## src/design/vln_pkg.sv

```systemverilog
// shared constants, codes and types of the vector l2 normaliser
package vln_pkg;

   // fixed field widths, division steps and queue depth
   localparam int VALUE_W = 16;
   localparam int TINY_W = 20;
   localparam int SUM_W = 40;
   localparam int ROOT_W = 20;
   localparam int FRAC_BITS = 12;
   localparam int QUOT_W = 16;
   localparam int DIV_STEPS = 4;
   localparam int QUEUE_DEPTH = 4;

   // parameter defaults
   localparam int VECTOR_LEN_DEF = 512;
   localparam int ELEMENT_BITS_DEF = 16;

   typedef enum logic [1:0] {
      OP_LOAD      = 2'd0,
      OP_LOAD_LAST = 2'd1,
      OP_READ      = 2'd2
   } op_type;

   typedef struct packed {
      op_type                     op;
      logic signed [VALUE_W-1:0]  element;
   } cmd_type;

   typedef struct packed {
      logic full;
      logic empty;
   } queue_status_type;

   typedef enum logic [2:0] {
      ST_IDLE,
      ST_ACCUM,
      ST_ROOT,
      ST_FETCH,
      ST_DIVIDE,
      ST_EMIT
   } back_state_type;

endpackage

```

## src/design/vln_if.sv

```systemverilog
// channel interfaces: request, response and register write
interface vln_req_if;
   logic                                 valid;
   logic                                 ready;
   logic                                 kind;
   logic signed [vln_pkg::VALUE_W-1:0]   element_value;
   logic                                 last_element;

   modport source (output valid, kind, element_value, last_element, input ready);
   modport sink (input valid, kind, element_value, last_element, output ready);
endinterface


```

## src/design/vln_front.sv

```systemverilog
// front end: takes request transfers, decodes the operation, clamps the element
module vln_front #(
   parameter int ELEMENT_BITS = vln_pkg::ELEMENT_BITS_DEF
) (
   vln_req_if.sink                    req,
   input  vln_pkg::queue_status_type  status,
   output logic                       push_valid,
   output vln_pkg::cmd_type           push_cmd
);

   localparam int VALUE_W = vln_pkg::VALUE_W;
   localparam int STORE_W = (ELEMENT_BITS < VALUE_W) ? ELEMENT_BITS : VALUE_W;
   localparam logic signed [VALUE_W-1:0] ELEM_HI = VALUE_W'((1 << (STORE_W - 1)) - 1);
   localparam logic signed [VALUE_W-1:0] ELEM_LO = ~ELEM_HI;

   logic signed [VALUE_W-1:0] clamped;

   assign req.ready  = !status.full;
   assign push_valid = req.valid && !status.full;

   // saturate to the element range
   always_comb begin
      if (req.element_value > ELEM_HI) begin
         clamped = ELEM_HI;
      end else if (req.element_value < ELEM_LO) begin
         clamped = ELEM_LO;
      end else begin
         clamped = req.element_value;
      end
   end

   always_comb begin
      push_cmd.element = clamped;
      if (req.kind) begin
         push_cmd.op = vln_pkg::OP_READ;
      end else if (req.last_element) begin
         push_cmd.op = vln_pkg::OP_LOAD_LAST;
      end else begin
         push_cmd.op = vln_pkg::OP_LOAD;
      end
   end

endmodule

```

## src/flat_wrapper.sv

```systemverilog
// flat-port wrapper written by rule: the top's interface ports become plain ports
module vln_front_flat 
#(
   parameter int ELEMENT_BITS = vln_pkg::ELEMENT_BITS_DEF
)
  (status, push_valid, push_cmd, req_valid, req_kind, req_element_value, req_last_element, req_ready);
  vln_req_if req_i ();
  input  vln_pkg::queue_status_type status;
  output logic push_valid;
  output vln_pkg::cmd_type push_cmd;
  input wire logic [$bits(req_i.valid)-1:0] req_valid;
  input wire logic [$bits(req_i.kind)-1:0] req_kind;
  input wire logic [$bits(req_i.element_value)-1:0] req_element_value;
  input wire logic [$bits(req_i.last_element)-1:0] req_last_element;
  output wire logic [$bits(req_i.ready)-1:0] req_ready;
  assign req_i.valid = req_valid;
  assign req_i.kind = req_kind;
  assign req_i.element_value = req_element_value;
  assign req_i.last_element = req_last_element;
  assign req_ready = req_i.ready;
  vln_front #(.ELEMENT_BITS(ELEMENT_BITS)) u_core (.req(req_i), .status(status), .push_valid(push_valid), .push_cmd(push_cmd));
endmodule
```

## config.mk

```make
export PLATFORM = sky130hd
export DESIGN_NAME = vln_front_flat
export DESIGN_NICKNAME = d
export VERILOG_FILES = /design/src/design/vln_pkg.sv /design/src/design/vln_if.sv /design/src/design/vln_front.sv /design/src/flat_wrapper.sv
export SDC_FILE = /design/constraint.sdc
export NUM_CORES = 1
export LEC_CHECK = 0
export ABC_CLOCK_PERIOD_IN_PS = 800
export CAP_MARGIN = 20
export CELL_PAD_IN_SITES_DETAIL_PLACEMENT = 0
export CELL_PAD_IN_SITES_GLOBAL_PLACEMENT = 1
export CORE_AREA = 2 2 39 41
export DETAILED_ROUTE_END_ITERATION = 16
export DIE_AREA = 0 0 41 43
export DONT_BUFFER_PORTS = 1
export GPL_TIMING_DRIVEN = 0
export PLACE_DENSITY = 0.34
export SETUP_SLACK_MARGIN = 0.05
export SYNTH_ARGS = -nofsm -noshare
export SYNTH_HDL_FRONTEND = slang
export SYNTH_SLANG_ARGS = --single-unit
```

## constraint.sdc

```tcl
create_clock -name vclk -period 0.8
set_input_delay 0.08 -clock vclk [all_inputs]
set_output_delay 0.08 -clock vclk [all_outputs]
set_load 0.005 [all_outputs]
```

==> results of run 1 <==
-- Yosys cell counts --
library cell and count:
nor2b_1 1, inv_1 1, nor2b_4 1, clkbuf_1 16, buf_4 1
-- metal layers --
layer  wire (microns)  track usage [%]  vias to the layer above
met2              125            3.125                       21
li1                 -                -                       42
met1               74            2.532                       42
met5                0                0                        -
met4                0                0                        0
met3               70            1.047                        0
-- cell type report --
cell class | instances | area (sq um)
Fill cell | 168 | 1272
Buffer | 17 | 67.56
Tap cell | 16 | 20.02
Inverter | 1 | 3.754
Multi-Input combinational cell | 2 | 20.02
-- metrics by stage --
step           util, %    power, W  area (sq um)  cells  setup slack [ns]
6_report         8.047  0.00004917         111.4     36            0.4836
5_1_grt          8.047  0.00005652         111.4     36            0.4582
4_1_cts          8.047  0.00005041         111.4     36            0.4649
3_5_place_dp     8.047  0.00005020         111.4     36            0.4649
3_3_place_gp     8.047  0.00005241         111.4     36            0.4624
2_1_floorplan        -  0.00004647         91.34     20            0.5086
-- worst min-delay path by stage --
stage	slack (ns)	cells after the start	endpoint
6_report	0.18	1	push_cmd[16]
3_3_place_gp	0.18	1	push_cmd[16]
4_1_cts	0.18	1	push_cmd[16]
3_5_place_dp	0.18	1	push_cmd[16]
5_1_grt	0.18	1	push_cmd[16]
2_1_floorplan	0.18	1	push_cmd[16]
-- power by group through the flow --
stage	logic, W	registers (W)	clock network [W]
after floorplan	0.0000465	0	0
after global placement	0.0000524	0	0
after detailed placement	0.0000502	0	0
after CTS	0.0000504	0	0
after global routing	0.0000565	0	0
final	0.0000492	0	0
-- cells by family after synthesis --
family	count (synthesis)
simple gates	2
buf+inv	18
-- cells in the final DEF, fill, tap and decap left out --
cell type / count
nor2b_4: 1
clkbuf_1: 16
buf_4: 1
inv_1: 1
nor2b_1: 1
==> results by stage, run 1 <==
Logic synthesis:
- The gate count of the mapped netlist is 20.
- Ranked by total cell area, the synthesized netlist is headed by clkbuf_1 (66%), nor2b_4 (15%), buf_4 (8.2%), nor2b_1 (6.8%), inv_1 (4.1%).
- The portion of synthesized cell area occupied by the leading cell type is 65.75%.
- The synthesized netlist net count is 41.
- The compound-gate portion of the synthesized area is 0%.
- A synthesized cell averages 4.567 sq um.
- The unique cell type count in the Yosys netlist is 5.
- Of the post-synthesis cell area, the part taken by muxes is 0%.
- Summing the areas of all xor and xnor instances in the mapped netlist gives 0% of the synthesized area.
- The dominant combinational cell family by area after synthesis is buffers and inverters.
- The post-synthesis simple-gate area fraction is 21.92%.
- Yosys printed 0 warnings.
- The share of synthesized area occupied by flip-flops and latches is 0%.
- clkbuf_1 takes more of the synthesized area than any other cell.
- Summing every instance area after synthesis gives 91.34 sq um.
- Summing the areas of all fa, ha and maj instances in the mapped netlist gives 0% of the synthesized area.

Final layout:
- The count of inserted antenna diode cells is 0.
- The layout cell share with drive strength beyond 1 is 10.00%.
- Compared with the post-synthesis result, the final layout area differs by 21.92%.
- The net count of the finished layout is 43.
- The design has 0 sequential cells.
- Summing all flip-flop and latch instances after layout gives 0 sq um.
- The number of clock buffers in the layout is 0.

Power and ir drop:
- The cell-internal power is between 0.00002 and 0.00003 W.
- Per report_power, the combinational group accounts for 100.0% of the total.
- The net load switching power is between 0.00002 and 0.000025 W.
- The worst-case vdd ir drop is 0.00004442 V.
- In this run switching power makes up between 40% and 50% of total power.
- The sequential share of power is 0%.
- The clock share of power is 0%.
- The power density over the cells is 441.6 nW/um^2.
- The cell leakage power is approximately 0.038 nW.

Worst setup path:
- STA classifies the critical path endpoint as an output pin.
- The category of cells accounting for the largest share of critical-path delay is simple AND/OR/NAND/NOR gates.
- The required time reported for the critical path endpoint is 0.72 ns.
- The number of buffers and inverters on the critical path is 0.
- The critical path goes through nor2b_1.
- The highest net fanout along the worst path is 1.
- The most critical setup path has its endpoint at push_valid.
- The slowest stage of the critical path is the nor2b_1 cell.
- The depth of the critical timing path with buffers and inverters included is 1.
- Tracing the worst setup path back leads to its startpoint at req_valid.
- The critical path start-end classification is in2out.
- STA classifies the critical path startpoint as a primary input.
- At the worst endpoint, the arrival time is between 0.2 and 0.25 ns.
- In this design, the stage delay of the slowest critical-path cell is 0.16 ns.

Global route:
- For this run, the total global-route usage over all layers was measured as under 10%.
- The global-route wire length before repair is 255 microns.
- The number of global-route vias before repair is 54.
- The initial antenna violation count is 0.
- The maximum number of pins on one net before global-route repair is 3.
- The total overflow reported by the global router is 0.

Drt:
- The number of vias in the routed layout is 105.
- In the routed layout, each cell is associated on average with a via count of 2.917.
- The detailed-routing iteration count for the pre-antenna-repair pass is 1.
- The detail route stage leaves a number of antenna-violating nets equal to 0.
- Dividing the detail-routed wire length by the instance count gives 7.500 microns.
- The aggregate routed wire length is 270 microns.
- The detailed router finished its first iteration with 0 violations.
- In the routed design, unresolved DRC markers number 0.

Floorplanning:
- The floorplan step defined a die boundary enclosing 1763 sq um.
- The horizontal extent of the die is just over 40 microns.
- In this run the count of I/O pins placed on the die edge is 41.
- The die is 43 microns tall.
- For this configuration, the core starts out at a cell density of under 10%.
- Row generation in the floorplan step produced 14 rows.
- After floorplanning, the core was sized to cover about 1400 sq um.

STA:
- The minimum period implied by the final worst setup slack is approximately 0.32 ns.
- The hold violation count in the final report was 0.
- The worst hold slack is 0.1782 ns.
- The number of pins with negative max-slew slack in the final report is 0.
- Headroom to the max-slew limit came out at 89.83%.
- The final setup violation count is 0.
- Of the available clock period, the critical path in the final layout requires 39.55%.
- The highest clock rate is 3161 MHz.
- Setup repair after global routing left no endpoint under its margin.
- Adding up every negative setup slack in the final design gives 0 ns.
- The slew at the pin closest to its max-slew limit is 0.1522 ns.

Hold path:
- The worst hold path begins at req_kind.
- The min-delay analysis places its worst path in the category in2out.

Clocking:
- For this design, the CTS-stage hold fixing added 0 buffers.
- The count of instances resized after the clock tree is built is 0.
- The post-CTS setup buffer count is 0.

Place:
- The congestion estimate from routability-driven global placement came to about 0.55.
- The count of input and output buffers is 0.

Run status:
- The run finished with clean final reports.

Run:
- The number of maximum-capacitance constraint violations is 0.
Power figures use the tool's default switching activity.
==> run 2: changes to the inputs <==
--- a/config.mk
+++ b/config.mk
@@ -5,6 +5,7 @@
 export SDC_FILE = /design/constraint.sdc
 export NUM_CORES = 1
 export LEC_CHECK = 0
+export ABC_AREA = 1
 export ABC_CLOCK_PERIOD_IN_PS = 800
 export CAP_MARGIN = 20
 export CELL_PAD_IN_SITES_DETAIL_PLACEMENT = 0
==> results by stage, run 2 <==
Power and ir drop:
- The switching share of total power is 50.77%.
- The power density over the cells is 436.1 nW/um^2.
- The worst-case IR drop observed on VDD is 0.00005029 V.
- The relative contribution of combinational cells to total power is 100.0%.
- Registers are responsible for 0% of the overall power.
- The share of total power dissipated in the clock network is 0%.
- The internal portion of the total power is 0.00002390 W.
- The cell leakage power is 0.04353 nW.
- The net load switching power is ~0.000025 W.

Logic synthesis:
- The dominant combinational cell family by area after synthesis is buffers and inverters.
- The mux cell area share after synthesis is 0%.
- The portion of synthesized cell area occupied by the leading cell type is 65.75%.
- The cell type contributing the most total cell area after synthesis is clkbuf_1.
- The unique cell type count in the Yosys netlist is 4.
- Counting every net in the synthesized netlist gives 43.
- The cell count after synthesis came out at 22.
- The share of synthesized area occupied by flip-flops and latches is 0%.
- The commonest cells after synthesis are clkbuf_1 (16), inv_1 (3), nor2_2 (2).
- The synthesized netlist devotes 0% of its cell area to compound gates.
- For this run, the number of Yosys warnings is 0.
- After Yosys synthesis, full adders, half adders and majority gates account for 0% of the synthesized area.
- In this run the mean area of a mapped cell was 4.152 sq um.
- By area the synthesized netlist is led by clkbuf_1 (66%), nor2_2 (14%), inv_1 (12%), buf_4 (8.2%).
- The post-synthesis xor/xnor area fraction is 0%.
- The total standard cell area after synthesis is 91.34 sq um.
- By instance count, the leading cell after synthesis is clkbuf_1.
- The post-synthesis simple-gate area fraction is 13.70%.

Floorplanning:
- The die is 41 microns wide.
- The core area is 1384 sq um.
- Once the floorplan was initialized, standard cells occupied 6.600% of the core.
- The number of ports placed on the die boundary is just over 40.
- The die covers 1763 sq um.
- The y dimension of the die is 43 microns.
- The floorplan has 14 rows.

Worst setup path:
- The critical path goes through buf_4.
- The worst setup path is captured at an output pin.
- The worst setup path is launched from a primary input.
- On the worst path, the slowest cell contributes a delay of ~0.11 ns.
- The slowest stage cell on the critical path is buf_4.
- The critical path start-end classification is in2out.
- The number of buffers and inverters on the critical path is 1.
- In this run the worst setup path begins at req_kind.
- The highest net fanout along the worst path is 2.
- The required time reported for the critical path endpoint is 0.72 ns.
- For the worst setup path, the data arrival time is 0.19 ns.
- In this design, the largest share of critical-path delay is due to buffers and inverters.

Final layout:
- Of the cells placed in the final design, the portion with a size suffix greater than 1 is 13.64%.
- The cell area after layout is 111.4 sq um.
- The count of inserted antenna diode cells is 0.
- The layout has 0 clock buffers.
- In the layout the commonest cells are clkbuf_1 (16), inv_1 (3), nor2_2 (2).
- Excluding fillers, the count of instances in the completed layout stands at 38.
- From synthesis to final layout, the design area changed by 21.92%.
- The final net count is 45.
- The final layout contains a sequential cell count of 0.
- The library cell used most frequently in the layout, excluding fill and tap cells, is clkbuf_1.
- The area occupied by registers is 0 sq um.

Global route:
- Global routing used 0.9990% of the available tracks across all layers.
- The initial antenna violation count is 0.
- The first global-routing pass estimated 131 microns of wire.
- The maximum number of pins on one net before global-route repair is 3.
- The number of global-route vias before repair is 25.
- The total overflow reported by the global router is 0.

Place:
- The count of input and output buffers is 0.
- In this run, placement finished with an instance count of 38.
- The worst-case setup slack after placement is 0.5268 ns.
- In this run the cell area measured after placement is 111.4 sq um.
- The HPWL after detailed placement is ~210 microns.
- The routability congestion estimate from global placement is 0.5491.

Hold path:
- The startpoint identified for the worst hold timing path is status[1].
- The min-delay analysis places its worst path in the category in2out.

Drt:
- The number of vias in the routed layout is 108.
- The wire length per cell after detailed routing is around 5.4 microns.
- Using the TritonRoute via totals, the vias-per-cell ratio works out to between 2 and 3.
- The detailed-route DRC error count is 0.
- Wires add up to 206 microns.
- The count of antenna-violating nets left after detailed routing is 0.
- For this block, the initial DRC count from the detailed router was 0.
- The detailed-routing iteration count for the pre-antenna-repair pass is 1.

STA:
- Summed over all failing endpoints, the final setup total negative slack is 0 ns.
- Setup slack closes at approximately 0.53 ns.
- Measured against its own limit, the worst slew margin works out to 94.05%.
- At the pin with the least slew margin, the transition time is between 0.08 and 0.09 ns.
- The minimum period implied by the final worst setup slack is 0.2729 ns.
- Setup repair after global routing left no endpoint under its margin.
- The number of pins with negative max-slew slack in the final report is 0.
- The part of the cycle the worst path needs is 34.11%.
- Setup violations remaining at the end of the flow were counted as 0.
- Static timing analysis puts the maximum clock frequency at around 3700 MHz.
- The hold violation count in the final report is 0.

Run:
- The tool flagged a number of max-cap violations equal to 0.

Clocking:
- Buffers inserted to repair hold after CTS numbered 0.
- Post-CTS repair changed the size of 0 cells.
- The post-CTS setup buffer count is 0.

Run status:
- The flow ran to the end, and the final reports show no timing, DRC or antenna violations.
==> run 2: cell types whose count changed after synthesis <==
| cell | change |
|---|---|
| nor2b_4 | -1 |
| inv_1 | +2 |
| nor2_2 | +2 |
| nor2b_1 | -1 |
==> run 2: final timing paths <==
kind | depth (start not counted) | slack (ns) | endpoint
max | 1 | 0.53 | push_cmd[17]
min | 1 | 0.18 | push_valid
==> run 2: area by class of cell <==
class	count	area, sq um
inverters	3	11.26
plain buffers	17	67.56
well taps	16	20.02
multi-input cells	2	12.51
fillers	159	1272
==> run 2: power groups by stage <==
| stage | clock [W] | combinational (W) | sequential, W |
|---|---|---|---|
| final | 0 | 0.0000486 | 0 |
| after global routing | 0 | 0.0000559 | 0 |
| after CTS | 0 | 0.0000495 | 0 |
| after detailed placement | 0 | 0.0000493 | 0 |
| after global placement | 0 | 0.0000509 | 0 |
| after floorplan | 0 | 0.0000460 | 0 |
==> run 2: kinds of logic (layout without fill, tap and decap cells) <==
family | after synthesis | count (layout)
buffers and inverters | 20 | 20
AND/OR/NAND/NOR | 2 | 2
==> run 2: stage by stage <==
stage                     hold WS (ns)  util [%]  total power [W]
after floorplan                 0.1820         -       0.00004605
after global placement          0.1842     8.047       0.00005092
after detailed placement        0.1832     8.047       0.00004930
after CTS                       0.1832     8.047       0.00004952
after global routing            0.1857     8.047       0.00005591
final                           0.1829     8.047       0.00004856
==> run 2: metal layers <==
metal  vias to the layer above  wire [microns]  GRT usage, %
met5                         -               0             0
met4                         0               0             0
met3                         0              50             0
met2                        17             113        0.9375
met1                        45              42         2.215
li1                         46               -             -
