===== src/design/vln_pkg.sv =====
// shared constants, codes and types of the vector l2 normaliser
package vln_pkg;

   // fixed field widths, division steps and queue depth
   localparam int VALUE_W = 16;
   localparam int TINY_W = 20;
   localparam int SUM_W = 40;
   localparam int ROOT_W = 20;
   localparam int FRAC_BITS = 12;
   localparam int QUOT_W = 16;
   localparam int DIV_STEPS = 4;
   localparam int QUEUE_DEPTH = 4;

   // parameter defaults
   localparam int VECTOR_LEN_DEF = 512;
   localparam int ELEMENT_BITS_DEF = 16;

   typedef enum logic [1:0] {
      OP_LOAD      = 2'd0,
      OP_LOAD_LAST = 2'd1,
      OP_READ      = 2'd2
   } op_type;

   typedef struct packed {
      op_type                     op;
      logic signed [VALUE_W-1:0]  element;
   } cmd_type;

   typedef struct packed {
      logic full;
      logic empty;
   } queue_status_type;

   typedef enum logic [2:0] {
      ST_IDLE,
      ST_ACCUM,
      ST_ROOT,
      ST_FETCH,
      ST_DIVIDE,
      ST_EMIT
   } back_state_type;

endpackage


===== src/design/vln_queue.sv =====
// short command queue between front and back end
module vln_queue (
   input  logic                       clock,
   input  logic                       reset,
   input  logic                       push_valid,
   input  vln_pkg::cmd_type           push_cmd,
   input  logic                       pop,
   output vln_pkg::cmd_type           pop_cmd,
   output vln_pkg::queue_status_type  status
);

   localparam int DEPTH = vln_pkg::QUEUE_DEPTH;
   localparam int PTR_W = $clog2(DEPTH);
   localparam int CNT_W = $clog2(DEPTH + 1);

   vln_pkg::cmd_type   entries_ff [DEPTH];
   logic [PTR_W-1:0]   wr_ptr_ff, wr_ptr_in;
   logic [PTR_W-1:0]   rd_ptr_ff, rd_ptr_in;
   logic [CNT_W-1:0]   count_ff, count_in;
   logic               do_pop;

   assign do_pop       = pop && (count_ff != '0);
   assign status.full  = (count_ff == CNT_W'(DEPTH));
   assign status.empty = (count_ff == '0);
   assign pop_cmd      = entries_ff[rd_ptr_ff];

   assign wr_ptr_in = push_valid ? wr_ptr_ff + 1'b1 : wr_ptr_ff;
   assign rd_ptr_in = do_pop ? rd_ptr_ff + 1'b1 : rd_ptr_ff;

   always_comb begin
      count_in = count_ff;
      if (push_valid && !do_pop) begin
         count_in = count_ff + 1'b1;
      end else if (!push_valid && do_pop) begin
         count_in = count_ff - 1'b1;
      end
   end

   always_ff @(posedge clock) begin
      if (reset) begin
         wr_ptr_ff <= '0;
         rd_ptr_ff <= '0;
         count_ff  <= '0;
      end else begin
         wr_ptr_ff <= wr_ptr_in;
         rd_ptr_ff <= rd_ptr_in;
         count_ff  <= count_in;
      end
   end

   always_ff @(posedge clock) begin
      if (push_valid) begin
         entries_ff[wr_ptr_ff] <= push_cmd;
      end
   end

`ifndef SYNTHESIS
   a_no_push_when_full: assert property (@(posedge clock) disable iff (reset)
      push_valid |-> !status.full)
      else $error("queue written while full");
`endif

endmodule


===== config.mk =====
export PLATFORM = sky130hd
export DESIGN_NAME = vln_queue
export DESIGN_NICKNAME = d
export VERILOG_FILES = /design/src/design/vln_pkg.sv /design/src/design/vln_queue.sv
export SDC_FILE = /design/constraint.sdc
export NUM_CORES = 1
export LEC_CHECK = 0
export BUFFER_PORTS_ARGS = -buffer_cell sky130_fd_sc_hd__buf_2
export CAP_MARGIN = 20
export CORE_MARGIN = 3
export CORE_UTILIZATION = 51
export DETAILED_ROUTE_END_ITERATION = 7
export PLACE_DENSITY = 0.75
export SYNTH_ARGS = -nofsm -noshare
export SYNTH_HDL_FRONTEND = slang
export SYNTH_SLANG_ARGS = --single-unit

===== constraint.sdc =====
create_clock -name clock -period 1.9 [get_ports clock]
set_input_delay 0.095 -clock clock [delete_from_list [all_inputs] [get_ports clock]]
set_output_delay 0.095 -clock clock [all_outputs]
set_load 0.005 [all_outputs]

==> impl_metrics.json, run 1 <==
{
  "run_status": "finished clean",
  "worstHoldPathType": "in2reg",
  "placeableCoreArea_sq_mm": 0.005675,
  "worstSkewPairLatency_ps": 330,
  "via_per_inst": 5.146,
  "synth_warnings": 0,
  "routed_wirelength_um": 4886,
  "num_antenna_cells": 0,
  "die_w_um": 83.74,
  "cts.path.max_buffers": 2,
  "synth_top_area_cell": "edfxtp_1",
  "min_period_ps": 1869,
  "powerDensity_mw_per_mm2": 1167,
  "fin_crit_sh": 0.9837,
  "ir_drop_mv": 0.7232,
  "muxShareOfSynthArea": 0.1478,
  "hold_viol": 0,
  "layout.cells.non_filler": 288,
  "tightestPinTransition_ps": 907.1,
  "wl_per_cell_um": 16.97,
  "path_class": "reg2reg",
  "final_cell_mix": "edfxtp_1, buf_2, dlygate4sd3_1",
  "drtPass1Iterations": 4,
  "end_kind": "register",
  "timing.max_cap.violations": 0,
  "ys_ff_latch": 81,
  "yosysSeqAreaShare": 0.7600,
  "gp_congestion": 0.6478,
  "nets": 239,
  "cp_slowest_cell": "fa_2",
  "synthesis.area_sq_mm": 0.003082,
  "cts_buffers": 9,
  "final.setup.tns_ps": 0,
  "cts_root_buf": "clkbuf_8",
  "start_util": 0.5430,
  "synth_fa_ha_area_frac": 0.02680,
  "crit_required_ps": 2170,
  "startpoint_type": "register",
  "rrSetupSlack_ps": 30,
  "yosys-top-cells-area": "edfxtp_1, mux4_2, mux4_1",
  "synth_cell_types": 23,
  "finClkSkew_ps": 4.227,
  "synth-xor-area-share": 0.01421,
  "critical-path-max-stage-delay_ps": 360,
  "crit_family": "adder cells",
  "synthToLayoutAreaGrowth_pct": 23.63,
  "drive_above_1_share": 0.3704,
  "syn_avg_cell_area_sq_um": 22.33,
  "path_buf_inv": 1,
  "nFillCells": 369,
  "overflow": 0,
  "row_count": 27,
  "synth_top_family_by_area": "multiplexers",
  "power.total_mw": 4.446,
  "grt_pass1_wl_um": 7907,
  "slew_headroom": 0.3953,
  "grt_pass1_vias": 1657,
  "grt_start_max_net_pins": 19,
  "drc": 0,
  "maxSlewViolCount": 0,
  "clock-sinks": 81,
  "vias": 1482,
  "final_common_cell": "edfxtp_1",
  "dp.final_hpwl_um": 3115,
  "antenna_found_initial": 0,
  "drtIter0Drc": 62,
  "grtUsageTotal": 0.1502,
  "numPortBuffers": 41,
  "antenna_left": 0,
  "dieArea_sq_mm": 0.007012,
  "cts_tree": "built",
  "die_h_um": 83.74,
  "crit_arrival_ps": 2140,
  "syn_nets": 166,
  "setup_viol": 0,
  "synthCells": 138,
  "cp_max_fo": 2,
  "leakage_nw": 1.364,
  "hold_slack_ps": 18.37,
  "io_pins": 42,
  "max_freq_mhz": 535.0,
  "clk_pin_slew_ps": 80,
  "netlist.area_leader.share": 0.7016,
  "dp.cells": 253,
  "synth-simple-area-share": 0.02274,
  "path_cells": "o31ai_4 -> ha_2 -> inv_2 -> fa_2 -> xor2_1 -> or3_1 -> a21oi_1",
  "htreeDepth": 3,
  "synth_compound_area_frac": 0.01015,
  "rsz0062_at_grt": "yes"
}
## stage by stage
stage	cell area [sq um]	util	setup slack, ps
after floorplan	3088	-	32.94
after detailed placement	3391	0.5974	-14.00
final	3810	0.6713	30.92
after global placement	3391	0.5974	76.74
after CTS	3805	0.6704	10.17
after global routing	3810	0.6713	-24.94
## repair_timing
item                                   in CTS  in global routing
setup buffers                               1                  0
pin swaps                                   2                  5
setup endpoints to repair                   1                  8
hold buffers                               18                  0
endpoints found under the hold margin      72                  0
cloned                                      0                  0
gates resized for setup                     1                  3
## flip-flops by register name (all words and copies together) (netlist names), named ones only
signal and cells:
count_ff 3, entries_ff 72, rd_ptr_ff 2, wr_ptr_ff 2
## worst paths after layout
check,from,endpoint,depth (start not counted)
setup / recovery,count_ff[1],count_ff[2],7
hold / removal,reset,count_ff[2],2
setup reg to reg,count_ff[1],count_ff[2],7
hold reg to reg,rd_ptr_ff[1],register,2
## metal layers
layer / wire [um] / GRT usage / part of all wire / up-vias
met5: 0 / 0 / 0 / -
met3: 195 / 0.03455 / 0.040 / 8
li1: - / - / - / 709
met1: 1988 / 0.1697 / 0.41 / 728
met4: 82 / 0.07310 / 0.017 / 0
met2: 2620 / 0.2668 / 0.54 / 37
## kinds of logic (layout without fill, tap and decap cells)
kind of cell	Yosys count	count (layout)
muxes	20	20
AOI/OAI and AO/OA	4	4
and+or+nand+nor	14	14
adders and majority gates	6	6
DFF	81	81
buffers and inverters	8	86
xor gates and xnor gates	5	5
## final cells by class
type                            count  area, sq um  area share
Multi-Input combinational cell     49        696.9      0.1829
Tap cell                           72        90.09     0.02365
Clock inverter                      7        93.84     0.02463
Clock buffer                        9        123.9     0.03251
Timing Repair Buffer               67        449.2      0.1179
Sequential cell                    81         2345      0.6154
Inverter                            3        11.26    0.002956
## cell usage after synthesis
cell type and number:
a21oi_1 1, and2_1 4, buf_12 1, buf_2 2, buf_6 1, clkbuf_1 1, dfxtp_1 9, edfxtp_1 72
fa_1 1, ha_1 5, inv_1 3, mux2i_1 2, mux4_1 8, mux4_2 10, nor2_1 7, nor3_1 1
nor3b_1 1, o21ai_0 1, o311ai_0 1, o31ai_2 1, or3_1 1, xnor2_1 1, xor2_1 4
## power breakdown
part / internal [mW] / switching [mW]
Clock: 0.739 / 0.569
Sequential: 2.07 / 0.0569
Combinational: 0.563 / 0.444
Power figures use the tool's default switching activity.
==> run 2, diff against run 1 <==
Settings changed: CAP_MARGIN 20 to unset, CORE_MARGIN 3 to unset.
==> impl_metrics.json, run 2 (same netlist as run 1, synthesis figures left out) <==
{
  "run_status": "finished with violations",
  "failed_checks": "setup timing",
  "die_w_um": 79.74,
  "clock-sinks": 81,
  "reg_top3": "entries_ff (72), count_ff (3)",
  "largest_register_ffs": 72,
  "clk_pin_slew_ps": 70,
  "grt_pass1_wl_um": 7983,
  "vias": 1496,
  "end_kind": "register",
  "synthToLayoutAreaGrowth_pct": 22.90,
  "p_int_mw": 3.288,
  "r2r_end": "count_ff[2]",
  "tightestPinTransition_ps": 919.2,
  "leakage_nw": 1.355,
  "netSwitchingPower_mw": 1.051,
  "htreeDepth": 3,
  "cts_root_buf": "clkbuf_8",
  "path_cells": "o31ai_4 -> ha_2 -> inv_1 -> fa_2 -> xor2_1 -> or3_1 -> a21oi_2",
  "final_util": 0.6673,
  "startpoint_type": "register",
  "slew_headroom": 0.3872,
  "rsz0062_at_grt": "yes",
  "power.total_mw": 4.340,
  "dieArea_sq_mm": 0.006358,
  "rr_startpoint": "count_ff[0]",
  "r2r_cells": 7,
  "layout.cells.non_filler": 287,
  "crit_family": "adder cells",
  "fin_crit_sh": 1.009,
  "cts.path.max_buffers": 2,
  "grtUsageTotal": 0.1788,
  "holdPathStages": 2,
  "placeableCoreArea_sq_mm": 0.005675,
  "nets": 238,
  "via_per_inst": 5.213,
  "cts_tree": "built",
  "drtIter0Drc": 69,
  "min_period_ps": 1917,
  "min_to": "count_ff[2]",
  "cp_slowest_cell": "dfxtp_2",
  "powerDensity_mw_per_mm2": 1146,
  "cp_max_fo": 2,
  "maxSlewViolCount": 0,
  "start_util": 0.5430,
  "drc": 0,
  "dp.cells": 252,
  "final_common_cell": "edfxtp_1",
  "worstHoldPathType": "in2reg",
  "grt_start_max_net_pins": 19,
  "hold_slack_ps": 21.80,
  "cts_buffers": 9,
  "numPortBuffers": 41,
  "drive_above_1_share": 0.3628,
  "overflow": 0,
  "worstSkewPairLatency_ps": 340,
  "gp_congestion": 0.6758,
  "worstHoldStart": "reset",
  "wl_per_cell_um": 17.32,
  "top_register": "entries_ff",
  "crit_required_ps": 2170,
  "power_frac_seq": 0.494,
  "setup_viol": 1,
  "crit_arrival_ps": 2180,
  "critical-path-max-stage-delay_ps": 340,
  "p_sw_frac": 0.2423,
  "grt_pass1_vias": 1669,
  "die_h_um": 79.74,
  "max_freq_mhz": 521.6,
  "antenna_found_initial": 0,
  "path_class": "reg2reg",
  "timing.final.ws_setup_ps": -17.02,
  "io_pins": 42,
  "row_count": 27,
  "combPwrFrac": 0.234,
  "timing.max_cap.violations": 0,
  "num_antenna_cells": 0,
  "antenna_left": 0,
  "path_buf_inv": 1,
  "clkPwrFrac": 0.272,
  "finClkSkew_ps": 7.653,
  "hold_viol": 0,
  "rrSetupSlack_ps": -20,
  "routed_wirelength_um": 4971,
  "ir_drop_mv": 0.7659,
  "dp.final_hpwl_um": 3138,
  "final_cell_mix": "edfxtp_1, buf_2, dlygate4sd3_1",
  "drtPass1Iterations": 4
}
==> run 2: worst max-delay path by stage <==
stage	startpoint	endpoint	slack, ps	cells past startpoint
floorplan	count_ff[2]	count_ff[2]	30	7
finish	count_ff[0]	count_ff[2]	-20	7
CTS	count_ff[2]	count_ff[2]	9	7
global placement	count_ff[2]	count_ff[2]	40	7
detailed placement	count_ff[2]	count_ff[2]	-90	7
global route	count_ff[0]	count_ff[2]	-130	7
==> run 2: power by group through the flow <==
stage	combinational, mW	clock, mW	sequential (mW)
2_1_floorplan	0.656	0	2.17
6_report	1.02	1.18	2.14
3_3_place_gp	0.948	0	2.16
3_5_place_dp	0.981	0	2.17
4_1_cts	1.02	1.20	2.14
5_1_grt	1.12	1.27	2.16
==> run 2: final cells by class <==
type / count / area [sq um]
fill: 395 / 1888
sequential: 81 / 2345
multi-input combinational: 49 / 700.7
clock buffer: 12 / 145.1
tap: 72 / 90.09
timing repair buffer: 66 / 450.4
clock inverter: 4 / 45.04
inverter: 3 / 11.26
==> run 2: per-stage QoR <==
step	TNS, ps	area (sq um)	worst slack (ps)
2_1_floorplan	0	3088	32.94
3_3_place_gp	0	3396	43.61
3_5_place_dp	-89.22	3396	-89.22
4_1_cts	0	3784	9.006
5_1_grt	-126.9	3787	-126.9
6_report	-17.02	3787	-17.02
==> run 2: routing by layer <==
layer,vias to the layer above,routed length [um],track usage
met4,0,94,0.09107
met3,10,189,0.03657
met5,-,0,0
li1,708,-,-
met2,35,2701,0.3103
met1,743,1985,0.2105
==> run 2: repair_timing <==
item                                    in CTS  in global routing
resized for setup                            2                  1
endpoints found under the hold margin       72                  0
cloned                                       0                  0
buffers inserted                             1                  0
endpoints found under the setup margin       1                  1
hold buffers                                18                  0
pin swaps                                    2                  3
==> run 3, diff against run 2 <==
--- a/config.mk
+++ b/config.mk
@@ -7,4 +7,5 @@
 export LEC_CHECK = 0
 export BUFFER_PORTS_ARGS = -buffer_cell sky130_fd_sc_hd__buf_2
+export CAP_MARGIN = 30
 export CORE_UTILIZATION = 51
 export DETAILED_ROUTE_END_ITERATION = 7
==> constraint.sdc (replaced) <==
create_clock -name clock -period 1.9 [get_ports clock]
set_input_delay 0.38 -clock clock [delete_from_list [all_inputs] [get_ports clock]]
set_output_delay 0.38 -clock clock [all_outputs]
set_load 0.005 [all_outputs]
==> impl_metrics.json, run 3 (same netlist as run 1, synthesis figures left out) <==
{
  "tightestPinTransition_ps": 916.1,
  "via_per_inst": 5.391,
  "worst-path-stages": 3,
  "clock-sinks": 81,
  "rsz0062_at_grt": "yes",
  "routed_wirelength_um": 5065,
  "r2r_cells": 7,
  "slew_headroom": 0.3893,
  "cts_root_buf": "clkbuf_8",
  "cp_max_fo": 4,
  "dieArea_sq_mm": 0.006358,
  "run_status": "finished with violations",
  "grt_pass1_wl_um": 7583,
  "io_pins": 42,
  "gp_congestion": 0.6772,
  "p_int_mw": 3.256,
  "max_freq_mhz": 508.0,
  "synthToLayoutAreaGrowth_pct": 18.80,
  "drtPass1Iterations": 4,
  "layout.cells.non_filler": 274,
  "timing.max_cap.violations": 0,
  "startpoint_type": "register",
  "worstHoldPathType": "in2reg",
  "die_h_um": 79.74,
  "p_sw_frac": 0.2630,
  "netSwitchingPower_mw": 1.162,
  "num_antenna_cells": 0,
  "min_period_ps": 1968,
  "critical-path-max-stage-delay_ps": 510,
  "ir_drop_mv": 0.7090,
  "path_class": "reg2out",
  "dp.cells": 254,
  "final_common_cell": "edfxtp_1",
  "setup_viol": 15,
  "final_cell_mix": "edfxtp_1, buf_2, mux4_2",
  "place_ws_ps": -51.72,
  "dp.final_hpwl_um": 3123,
  "vias": 1477,
  "path_cells": "clkbuf_16 -> mux4_2 -> buf_2",
  "placeableCoreArea_sq_mm": 0.005675,
  "leakage_nw": 1.271,
  "crit_arrival_ps": 1590,
  "final_util": 0.6451,
  "maxSlewViolCount": 0,
  "wl_per_cell_um": 18.49,
  "reg_top3": "entries_ff (72), count_ff (3)",
  "nFillCells": 377,
  "end_kind": "output port",
  "die_w_um": 79.74,
  "powerDensity_mw_per_mm2": 1207,
  "path_buf_inv": 2,
  "grtUsageTotal": 0.1748,
  "drc": 0,
  "numPortBuffers": 41,
  "cts_tree": "built",
  "finClkSkew_ps": 4.502,
  "cts_buffers": 9,
  "clkPwrFrac": 0.245,
  "power.total_mw": 4.419,
  "rr_startpoint": "count_ff[2]",
  "grt_start_max_net_pins": 19,
  "start_util": 0.5430,
  "htreeDepth": 3,
  "worstSkewPairLatency_ps": 330,
  "grt_pass1_vias": 1546,
  "cp_slowest_cell": "mux4_2",
  "cts.path.max_buffers": 2,
  "hold_slack_ps": 256.4,
  "combPwrFrac": 0.260,
  "top_register": "entries_ff",
  "drive_above_1_share": 0.4703,
  "timing.final.ws_setup_ps": -68.35,
  "critPathCapture": "pop_cmd[16]",
  "overflow": 0,
  "row_count": 27,
  "failed_checks": "setup timing",
  "fin_crit_sh": 1.036,
  "antenna_left": 0,
  "nets": 225,
  "drtIter0Drc": 93,
  "antenna_found_initial": 0,
  "rrSetupSlack_ps": -10,
  "postCtsHoldBufs": 0,
  "crit_family": "multiplexers",
  "power_frac_seq": 0.494,
  "largest_register_ffs": 72,
  "r2r_end": "count_ff[2]",
  "clk_pin_slew_ps": 80,
  "crit_required_ps": 1520,
  "hold_viol": 0
}
==> run 3: cell count changes in the layout (fill, tap and decap cells not counted), moves of 2 or more <==
cell	change
mux4_2	+8
dlygate4sd3_1	-18
clkinvlp_4	+5
dfxtp_1	-2
clkinv_2	-3
buf_2	-2
mux4_1	-8
dfxtp_4	+2
buf_4	+3
buf_6	+2
clkbuf_1	-2
==> run 3: metrics by stage <==
step           setup TNS, ps  area [sq um]
2_1_floorplan              0          3088
3_3_place_gp               0          3411
3_5_place_dp          -51.72          3411
4_1_cts               -516.0          3623
5_1_grt                -1448          3661
6_report              -477.4          3661
==> run 3: worst min-delay path by stage <==
stage	from	end	slack, ps	cells past startpoint
floorplan	push_cmd[0]	entries_ff[0][0]	480	0
global placement	rd_ptr_ff[1]	rd_ptr_ff[1]	510	2
detailed placement	rd_ptr_ff[1]	register	520	2
CTS	push_cmd[0]	entries_ff[3][0]	240	1
global route	push_cmd[0]	entries_ff[3][0]	240	1
finish	push_cmd[0]	entries_ff[2][0]	260	1
==> run 3: final cells by class <==
| class | count | area (sq um) | share of cell area |
|---|---|---|---|
| tap | 72 | 90.09 | 0.02461 |
| clock inverter | 7 | 55.05 | 0.01504 |
| sequential | 81 | 2352 | 0.6425 |
| clock buffer | 9 | 123.9 | 0.03383 |
| multi-input combinational | 49 | 670.6 | 0.1832 |
| timing repair buffer | 53 | 357.8 | 0.09774 |
| inverter | 3 | 11.26 | 0.003076 |
==> run 3: what timing repair did <==
item,4_1_cts,5_1_grt
resized for setup,9,9
buffers inserted,1,1
gates cloned,1,1
endpoints found under the setup margin,19,19
pin swaps,2,3
==> run 3: metal layers <==
metal / track usage / vias to the layer above / wire, um
met5: 0 / - / 0
met4: 0.1054 / 0 / 116
met3: 0.03886 / 10 / 235
met2: 0.3094 / 48 / 2722
met1: 0.1907 / 741 / 1990
li1: - / 678 / -
==> run 3: power groups by stage <==
stage	registers, mW	clock network (mW)	logic [mW]
2_1_floorplan	2.17	0	0.656
3_3_place_gp	2.16	0	0.951
3_5_place_dp	2.17	0	0.989
4_1_cts	2.17	1.11	1.07
5_1_grt	2.20	1.18	1.24
6_report	2.18	1.08	1.15
